$ cat src/sv/jpmv_pkg.sv
package jpmv_pkg;

  localparam int DefaultMaxFields = 64;

  localparam int ValueW = 16;
  localparam int JumpW  = 6;
  localparam int TotalW = 22;
  localparam int FieldW = ValueW + 2 * JumpW;
  localparam int TotalEntryW = TotalW + 1;

  localparam logic signed [TotalW-1:0] TotalMax = {1'b0, {(TotalW-1){1'b1}}};
  localparam logic signed [TotalW-1:0] TotalMin = {1'b1, {(TotalW-1){1'b0}}};

  typedef struct packed {
    logic load;
    logic fetch_i;
    logic latch_i;
    logic issue;
    logic write_total;
    logic next_i;
    logic out_load;
  } jpmv_cmd_t;

  typedef struct packed {
    logic i_zero;
    logic i_final;
    logic j_final;
  } jpmv_status_t;

endpackage

$ cat src/sv/jpmv_ram.sv
module jpmv_ram #(
  parameter int Width = 8,
  parameter int Depth = 64
) (
  input  logic                     clk_i,
  input  logic                     we_i,
  input  logic [$clog2(Depth)-1:0] waddr_i,
  input  logic [Width-1:0]         wdata_i,
  input  logic [$clog2(Depth)-1:0] raddr_i,
  output logic [Width-1:0]         rdata_o
);

  logic [Width-1:0] mem_q [Depth];
  logic [Width-1:0] rdata_q;

  always_ff @(posedge clk_i) begin
    if (we_i) begin
      mem_q[waddr_i] <= wdata_i;
    end
    rdata_q <= mem_q[raddr_i];
  end

  assign rdata_o = rdata_q;

endmodule

$ cat src/sv/jpmv_ctrl.sv
module jpmv_ctrl import jpmv_pkg::*; (
  input  logic         clk_i,
  input  logic         rst_ni,
  input  logic         in_valid_i,
  input  logic         last_field_i,
  output logic         in_ready_o,
  output logic         out_valid_o,
  input  logic         out_ready_i,
  input  jpmv_status_t status_i,
  output jpmv_cmd_t    cmd_o
);

  typedef enum logic [6:0] {
    ST_LOAD  = 7'b0000001,
    ST_FETCH = 7'b0000010,
    ST_LATCH = 7'b0000100,
    ST_SCAN  = 7'b0001000,
    ST_TAIL  = 7'b0010000,
    ST_WRITE = 7'b0100000,
    ST_DONE  = 7'b1000000
  } state_e;

  state_e state_q, state_d;
  logic   out_valid_q, out_valid_d;

  always_comb begin
    state_d     = state_q;
    out_valid_d = out_valid_q;
    cmd_o       = '0;
    in_ready_o  = 1'b0;
    if (out_valid_q && out_ready_i) begin
      out_valid_d = 1'b0;
    end
    unique case (state_q)
      ST_LOAD: begin
        in_ready_o = 1'b1;
        if (in_valid_i) begin
          cmd_o.load = 1'b1;
          if (last_field_i) begin
            state_d = ST_FETCH;
          end
        end
      end
      ST_FETCH: begin
        cmd_o.fetch_i = 1'b1;
        state_d = ST_LATCH;
      end
      ST_LATCH: begin
        cmd_o.latch_i = 1'b1;
        if (status_i.i_zero) begin
          // Field 0 is reachable by definition and keeps its own value.
          cmd_o.write_total = 1'b1;
          if (status_i.i_final) begin
            state_d = ST_DONE;
          end else begin
            cmd_o.next_i = 1'b1;
            state_d = ST_FETCH;
          end
        end else begin
          state_d = ST_SCAN;
        end
      end
      ST_SCAN: begin
        cmd_o.issue = 1'b1;
        if (status_i.j_final) begin
          state_d = ST_TAIL;
        end
      end
      ST_TAIL: begin
        state_d = ST_WRITE;
      end
      ST_WRITE: begin
        cmd_o.write_total = 1'b1;
        if (status_i.i_final) begin
          state_d = ST_DONE;
        end else begin
          cmd_o.next_i = 1'b1;
          state_d = ST_FETCH;
        end
      end
      ST_DONE: begin
        if (!out_valid_q || out_ready_i) begin
          cmd_o.out_load = 1'b1;
          out_valid_d = 1'b1;
          state_d = ST_LOAD;
        end
      end
      default: begin
        state_d = ST_LOAD;
      end
    endcase
  end

  always_ff @(posedge clk_i or negedge rst_ni) begin
    if (!rst_ni) begin
      state_q     <= ST_LOAD;
      out_valid_q <= 1'b0;
    end else begin
      state_q     <= state_d;
      out_valid_q <= out_valid_d;
    end
  end

  assign out_valid_o = out_valid_q;

endmodule

$ cat src/sv/jpmv_dpath.sv
module jpmv_dpath import jpmv_pkg::*; #(
  parameter int MaxFields = DefaultMaxFields
) (
  input  logic                     clk_i,
  input  logic                     rst_ni,
  input  logic signed [ValueW-1:0] field_value_i,
  input  logic [JumpW-1:0]         long_jump_i,
  input  logic [JumpW-1:0]         short_jump_i,
  input  logic                     last_field_i,
  input  jpmv_cmd_t                cmd_i,
  output jpmv_status_t             status_o,
  output logic signed [TotalW-1:0] best_total_o
);

  localparam int AddrW  = $clog2(MaxFields);
  localparam int CountW = $clog2(MaxFields + 1);
  localparam int SumW   = AddrW + JumpW + 1;

  logic [CountW-1:0] count_q, n_q;
  logic [AddrW-1:0]  i_q, j_q, jd_q;
  logic              dv_q;
  logic              full;

  logic signed [ValueW-1:0] value_i_q;
  logic signed [TotalW-1:0] best_q, last_total_q, out_q;
  logic                     reach_q;

  logic [FieldW-1:0]      field_wdata, field_rdata;
  logic [AddrW-1:0]       field_raddr;
  logic [TotalEntryW-1:0] total_wdata, total_rdata;

  logic [JumpW-1:0]         rd_long, rd_short;
  logic signed [ValueW-1:0] rd_value;
  logic                     rd_reach;
  logic signed [TotalW-1:0] rd_total;

  logic [SumW-1:0]            i_ext, long_tgt, short_tgt;
  logic                       hit;
  logic signed [TotalW:0]     sum;
  logic signed [TotalW-1:0]   cand;

  assign full        = (count_q == CountW'(MaxFields));
  assign field_wdata = {long_jump_i, short_jump_i, field_value_i};
  assign field_raddr = cmd_i.fetch_i ? i_q : j_q;

  jpmv_ram #(.Width(FieldW), .Depth(MaxFields)) u_field_ram (
    .clk_i   (clk_i),
    .we_i    (cmd_i.load && !full),
    .waddr_i (count_q[AddrW-1:0]),
    .wdata_i (field_wdata),
    .raddr_i (field_raddr),
    .rdata_o (field_rdata)
  );

  jpmv_ram #(.Width(TotalEntryW), .Depth(MaxFields)) u_total_ram (
    .clk_i   (clk_i),
    .we_i    (cmd_i.write_total),
    .waddr_i (i_q),
    .wdata_i (total_wdata),
    .raddr_i (j_q),
    .rdata_o (total_rdata)
  );

  assign {rd_long, rd_short, rd_value} = field_rdata;
  assign {rd_reach, rd_total}          = total_rdata;

  // Predecessor test: a jump of zero lands on jd itself, which is below i.
  assign i_ext     = SumW'(i_q);
  assign long_tgt  = SumW'(jd_q) + SumW'(rd_long);
  assign short_tgt = SumW'(jd_q) + SumW'(rd_short);
  assign hit       = dv_q && rd_reach && ((long_tgt == i_ext) || (short_tgt == i_ext));

  assign sum = (TotalW+1)'(value_i_q) + (TotalW+1)'(rd_total);
  always_comb begin
    if (sum[TotalW] != sum[TotalW-1]) begin
      cand = sum[TotalW] ? TotalMin : TotalMax;
    end else begin
      cand = sum[TotalW-1:0];
    end
  end

  always_comb begin
    if (status_o.i_zero) begin
      total_wdata = {1'b1, TotalW'(rd_value)};
    end else begin
      total_wdata = {reach_q, best_q};
    end
  end

  assign status_o.i_zero  = (i_q == '0);
  assign status_o.i_final = ((CountW'(i_q) + CountW'(1)) == n_q);
  assign status_o.j_final = ((j_q + AddrW'(1)) == i_q);

  always_ff @(posedge clk_i or negedge rst_ni) begin
    if (!rst_ni) begin
      count_q <= '0;
      n_q     <= '0;
      i_q     <= '0;
      j_q     <= '0;
      jd_q    <= '0;
      dv_q    <= 1'b0;
    end else begin
      dv_q <= cmd_i.issue;
      if (cmd_i.load) begin
        if (last_field_i) begin
          n_q     <= full ? count_q : count_q + CountW'(1);
          count_q <= '0;
          i_q     <= '0;
        end else if (!full) begin
          count_q <= count_q + CountW'(1);
        end
      end
      if (cmd_i.next_i) begin
        i_q <= i_q + AddrW'(1);
      end
      if (cmd_i.latch_i) begin
        j_q <= '0;
      end else if (cmd_i.issue) begin
        jd_q <= j_q;
        j_q  <= j_q + AddrW'(1);
      end
    end
  end

  always_ff @(posedge clk_i) begin
    if (cmd_i.latch_i) begin
      value_i_q <= rd_value;
      best_q    <= '0;
      reach_q   <= 1'b0;
    end else if (hit) begin
      reach_q <= 1'b1;
      if (cand > best_q) begin
        best_q <= cand;
      end
    end
    if (cmd_i.write_total) begin
      last_total_q <= total_wdata[TotalW-1:0];
    end
    if (cmd_i.out_load) begin
      out_q <= last_total_q;
    end
  end

  assign best_total_o = out_q;

endmodule

$ cat src/sv/jump_path_max_value_core.sv
// Channel  Direction  Handshake                  Payload
// in       input      in_valid_i / in_ready_o    field_value_i, long_jump_i, short_jump_i,
//                                                last_field_i
// out      output     out_valid_o / out_ready_i  best_total_o
//
// Fields load at one transaction per cycle. After the transaction that carries last_field_i,
// the scan over the stored row is paced by the single read port of the total memory: each
// predecessor j of field i is read in a cycle of its own. The input is not ready during
// the scan.
// Reset (rst_ni, asynchronous, active low) empties the row and drops any pending result.
// A result waits in the output register while the next row loads; a new scan does not
// publish its result until that register has been taken.
module jump_path_max_value_core import jpmv_pkg::*; #(
  parameter int MaxFields = DefaultMaxFields
) (
  input  logic                     clk_i,
  input  logic                     rst_ni,
  input  logic                     in_valid_i,
  output logic                     in_ready_o,
  input  logic signed [ValueW-1:0] field_value_i,
  input  logic [JumpW-1:0]         long_jump_i,
  input  logic [JumpW-1:0]         short_jump_i,
  input  logic                     last_field_i,
  output logic                     out_valid_o,
  input  logic                     out_ready_i,
  output logic signed [TotalW-1:0] best_total_o
);

  // Commands from the sequencer and status flags from the datapath.
  jpmv_cmd_t    cmd;
  jpmv_status_t status;

  // The sequencer walks load, per-field fetch, predecessor scan and write-back.
  jpmv_ctrl u_ctrl (
    .clk_i        (clk_i),
    .rst_ni       (rst_ni),
    .in_valid_i   (in_valid_i),
    .last_field_i (last_field_i),
    .in_ready_o   (in_ready_o),
    .out_valid_o  (out_valid_o),
    .out_ready_i  (out_ready_i),
    .status_i     (status),
    .cmd_o        (cmd)
  );

  // The datapath holds the field and total memories, the row counters and the
  // running best total with its reachable flag for the field under work.
  jpmv_dpath #(.MaxFields(MaxFields)) u_dpath (
    .clk_i         (clk_i),
    .rst_ni        (rst_ni),
    .field_value_i (field_value_i),
    .long_jump_i   (long_jump_i),
    .short_jump_i  (short_jump_i),
    .last_field_i  (last_field_i),
    .cmd_i         (cmd),
    .status_o      (status),
    .best_total_o  (best_total_o)
  );

endmodule

$ cat config.mk
export PLATFORM = sky130hd
export DESIGN_NAME = jump_path_max_value_core
export DESIGN_NICKNAME = d
export VERILOG_FILES = /design/src/sv/jpmv_pkg.sv /design/src/sv/jpmv_ram.sv /design/src/sv/jpmv_ctrl.sv /design/src/sv/jpmv_dpath.sv /design/src/sv/jump_path_max_value_core.sv
export SDC_FILE = /design/constraint.sdc
export NUM_CORES = 2
export LEC_CHECK = 0
export BUFFER_PORTS_ARGS = -buffer_cell sky130_fd_sc_hd__buf_2
export CORE_MARGIN = 2
export CORE_UTILIZATION = 40
export CTS_CLUSTER_SIZE = 25
export DETAILED_ROUTE_END_ITERATION = 8
export REMOVE_ABC_BUFFERS = 1
export SLEW_MARGIN = 20
export SYNTH_ARGS = -nofsm -noshare
export SYNTH_HDL_FRONTEND = slang
export SYNTH_SLANG_ARGS = --single-unit
$ cat constraint.sdc
create_clock -name clk_i -period 5.7 [get_ports clk_i]
set_input_delay 0.57 -clock clk_i [delete_from_list [all_inputs] [get_ports clk_i]]
set_output_delay 0.57 -clock clk_i [all_outputs]
set_load 0.01 [all_outputs]
==> summary.md <==
| Metric | Value |
|---|---|
| Status | `finished clean` |
| Worst ir drop on vdd | `0.000457 V` |
| Top Layer Used | `met5` |
| Critical path cell sequence | `ha_1 -> a21oi_1 -> o2111ai_1 -> a2111oi_0 -> buf_4 -> nor3_1 -> o211ai_1 -> nand2b_1 -> buf_4 -> o311ai_0 -> nand2_1 -> ha_1 -> and4_1 -> a221o_1 -> a221oi_1 -> a311oi_1 -> maj3_2 -> and3_1 -> buf_4 -> a211oi_1` |
| Initial DRC count | `6660` |
| Gate power share | `20.2%` |
| Synth top area share | `74.7%` |
| # clock sinks | `3439` |
| Drt via density | `5.72` |
| EDFF count, synth | `3324` |
| Synthesized area | `134000 sq um` |
| Top-count cell post-synth | `edfxtp_1` |
| Final Cycle Share | `94.4%` |
| Clock Skew | `44.5 ps` |
| Global Route Usage Sum | `20.1%` |
| WP data required | `6470 ps` |
| WL/cell | `30.0 um` |
| H-tree Lvls | `5` |
| Delay-heaviest family, CP | `compound AO/OA/AOI/OAI gates` |
| Largest net degree at the start of global routing | `113` |
| Total power draw | `67300 uW` |
| Max cap viols | `0` |
| Pleak | `0.0511 uW` |
| CP Buf/Inv Count | `3` |
| M1 wire length | `143 mm` |
| Share of cells above drive strength 1 | `23.7%` |
| Clock network fraction of total power | `32.9%` |
| CP peak stage delay | `510 ps` |
| Starting Density | `40.1%` |
| Post-synth top flop | `edfxtp_1` |
| Met2 WL | `169 mm` |
| First-pass GRT wire length | `490 mm` |
| Achievable Freq | `186 MHz` |
| DR vias | `65800` |
| Worst-path clk slew | `70 ps` |
| Final Hold Viols | `0` |
| Die H | `582 um` |
| Yosys warns | `0` |
| Slew margin rel. | `24.8%` |
| Die ar. | `338000 sq um` |
| Worst-Skew Late Latency | `880 ps` |
| # rows | `212` |
| Die X | `582 um` |
| Pwr Density | `442 nW/um^2` |
| Wire length on met3 | `21.8 mm` |
| Switch share | `27.4%` |
| Post-synthesis cell count | `6463` |
| Critical path endpoint category | `flip-flop` |
| Root Driver | `clkbuf_16` |
| Setup slack after layout | `322 ps` |
| Nets@finish | `6935` |
| Placer Congestion | `0.851` |
| Core area | `333000 sq um` |
| Fraction of registers with async set/reset | `1.19%` |
| Slew Limit Fails | `0` |
| CP Class | `reg -> reg` |
| Fill cell count | `27600` |
| Yosys top cell by area | `edfxtp_1` |
| Buffer levels on the longest clock path | `4` |
| #FFs+latches synth | `3439` |
| Drt drc | `0` |
| Synthesized area per cell | `20.7 sq um` |
| Flop pwr share | `47.0%` |
| Post-CTS setup repair buffer count | `0` |
| Switching pwr | `18400 uW` |
| Final worst path period need | `5380 ps` |
| Vias in the first global route | `66100` |
| Power Internal | `48800 uW` |
| Layout Utilization | `45.7%` |
| Detailed placement HPWL | `200 mm` |
| Least-Margin Pin Slew | `1120 ps` |
| Crit path max-delay cell type | `edfxtp_1` |
| TritonCTS clock tree | `done` |
| Worst Path Max Fanout | `9` |
| Antenna viol nets, final | `0` |
| Pre-CTS setup slack | `411 ps` |
| P&R area growth vs syn | `13.9%` |
| Critical path data arrival time | `6150 ps` |
| Yosys cell types | `82` |
| Type of origin of the critical path | `flip-flop` |
| Setup Viol. Count Final | `0` |
| Initial antenna violation count | `22` |
| DRT Wirelength | `346 mm` |
| DR pass1 iterations | `6` |
| Port bufs | `56` |
| Ranking of synthesized cells by area | `edfxtp_1, mux4_2, mux2i_1` |
| Num ports | `57` |
| Class of the worst hold path | `in -> reg` |
| Total grt overflow | `0` |
| Post-synthesis sequential area ratio | `76.6%` |
| Most used cell, CP | `buf_4` |
| RSZ-0062 raised after global routing | `no` |
| Post-synth top cells | `edfxtp_1, mux2i_1, mux4_2, o22ai_1, nor2_1` |
| Cts bufs inserted | `344` |
-- worst paths after layout --
path	startpoint	end	slack, ps	cells after the start
min in group asynchronous	rst_ni	u_dpath.jd_q[4]	230	2
max in group asynchronous	rst_ni	u_ctrl.state_q[0]	4920	3
min	last_field_i	u_dpath.count_q[4]	90	2
min reg2reg	u_dpath.last_total_q[18]	u_dpath.best_total_o[18]	420	0
max reg2reg	u_dpath.value_i_q[15]	u_dpath.best_q[7]	320	20
max	u_dpath.value_i_q[15]	u_dpath.best_q[7]	320	20
-- stage by stage --
step / std cells / hold WS (ps) / TNS (ps) / area (sq um)
2_1_floorplan: 6125 / 274 / -7053470 / 132000
3_3_place_gp: 10900 / 400 / 0 / 141000
3_5_place_dp: 10900 / 405 / 0 / 141000
4_1_cts: 11500 / 18.0 / 0 / 152000
5_1_grt: 11500 / 79.4 / 0 / 152000
6_report: 11500 / 85.8 / 0 / 152000
-- final cells by class --
class / instances / area, sq um / share of cell area [%]
Sequential cell: 3439 / 102000 / 67.3
Timing Repair Buffer: 368 / 3000 / 1.97
Tap cell: 4387 / 5490 / 3.61
Antenna cell: 10 / 25.0 / 0.0164
Clock buffer: 426 / 9150 / 6.01
Clock inverter: 192 / 1740 / 1.14
Inverter: 46 / 173 / 0.113
Multi-Input combinational cell: 2640 / 30300 / 19.9
-- layout by cell type (no fill, tap or decap), types with 68 or more instances in the layout --
master and n:
edfxtp_1 3324, mux4_2 623, mux2i_1 623, clkbuf_16 352, buf_4 289, o22ai_1 196
nand2_1 143, nor2_4 75, dfxtp_1 74, clkinv_1 72, clkbuf_1 68
-- per-layer routing --
| metal | vias up | GRT usage (%) |
|---|---|---|
| met5 | - | 0 |
| met4 | 10 | 6.34 |
| met3 | 512 | 3.12 |
| met2 | 2312 | 33.0 |
| met1 | 35300 | 27.5 |
| li1 | 27700 | - |
-- flip-flops by register name, summed over array words and instances, names as in the netlist, 16 cells and up --
register and cells:
u_dpath.best_q 22, u_dpath.value_i_q 16, u_dpath.best_total_o 22, u_dpath.last_total_q 22, u_dpath.u_field_ram.mem_q 1792, u_dpath.u_field_ram.rdata_o 28
u_dpath.u_total_ram.mem_q 1472, u_dpath.u_total_ram.rdata_o 23
-- what timing repair did --
item	4_1_cts	5_1_grt
hold endpoints to repair	41	0
endpoints found under the setup margin	0	0
gates resized for setup	0	0
hold buffers	2	0
-- kinds of logic after synthesis --
family          Yosys count  synth area share, %
simple gates            688                 2.62
xor+xnor                 53                0.348
buf+inv                 384                 1.34
compound gates          567                 3.10
mux                    1266                 15.3
flops                  3439                 76.6
fa+ha+maj                66                0.631
-- power by group through the flow --
stage / sequential (uW) / combinational (uW) / clock, uW
2_1_floorplan: 31500 / 13300 / 0
3_3_place_gp: 32100 / 13400 / 0
3_5_place_dp: 32100 / 13700 / 0
4_1_cts: 31600 / 13700 / 22400
5_1_grt: 31600 / 14500 / 23400
6_report: 31600 / 13600 / 22100
Note: power is estimated with default switching activity, not from simulation.
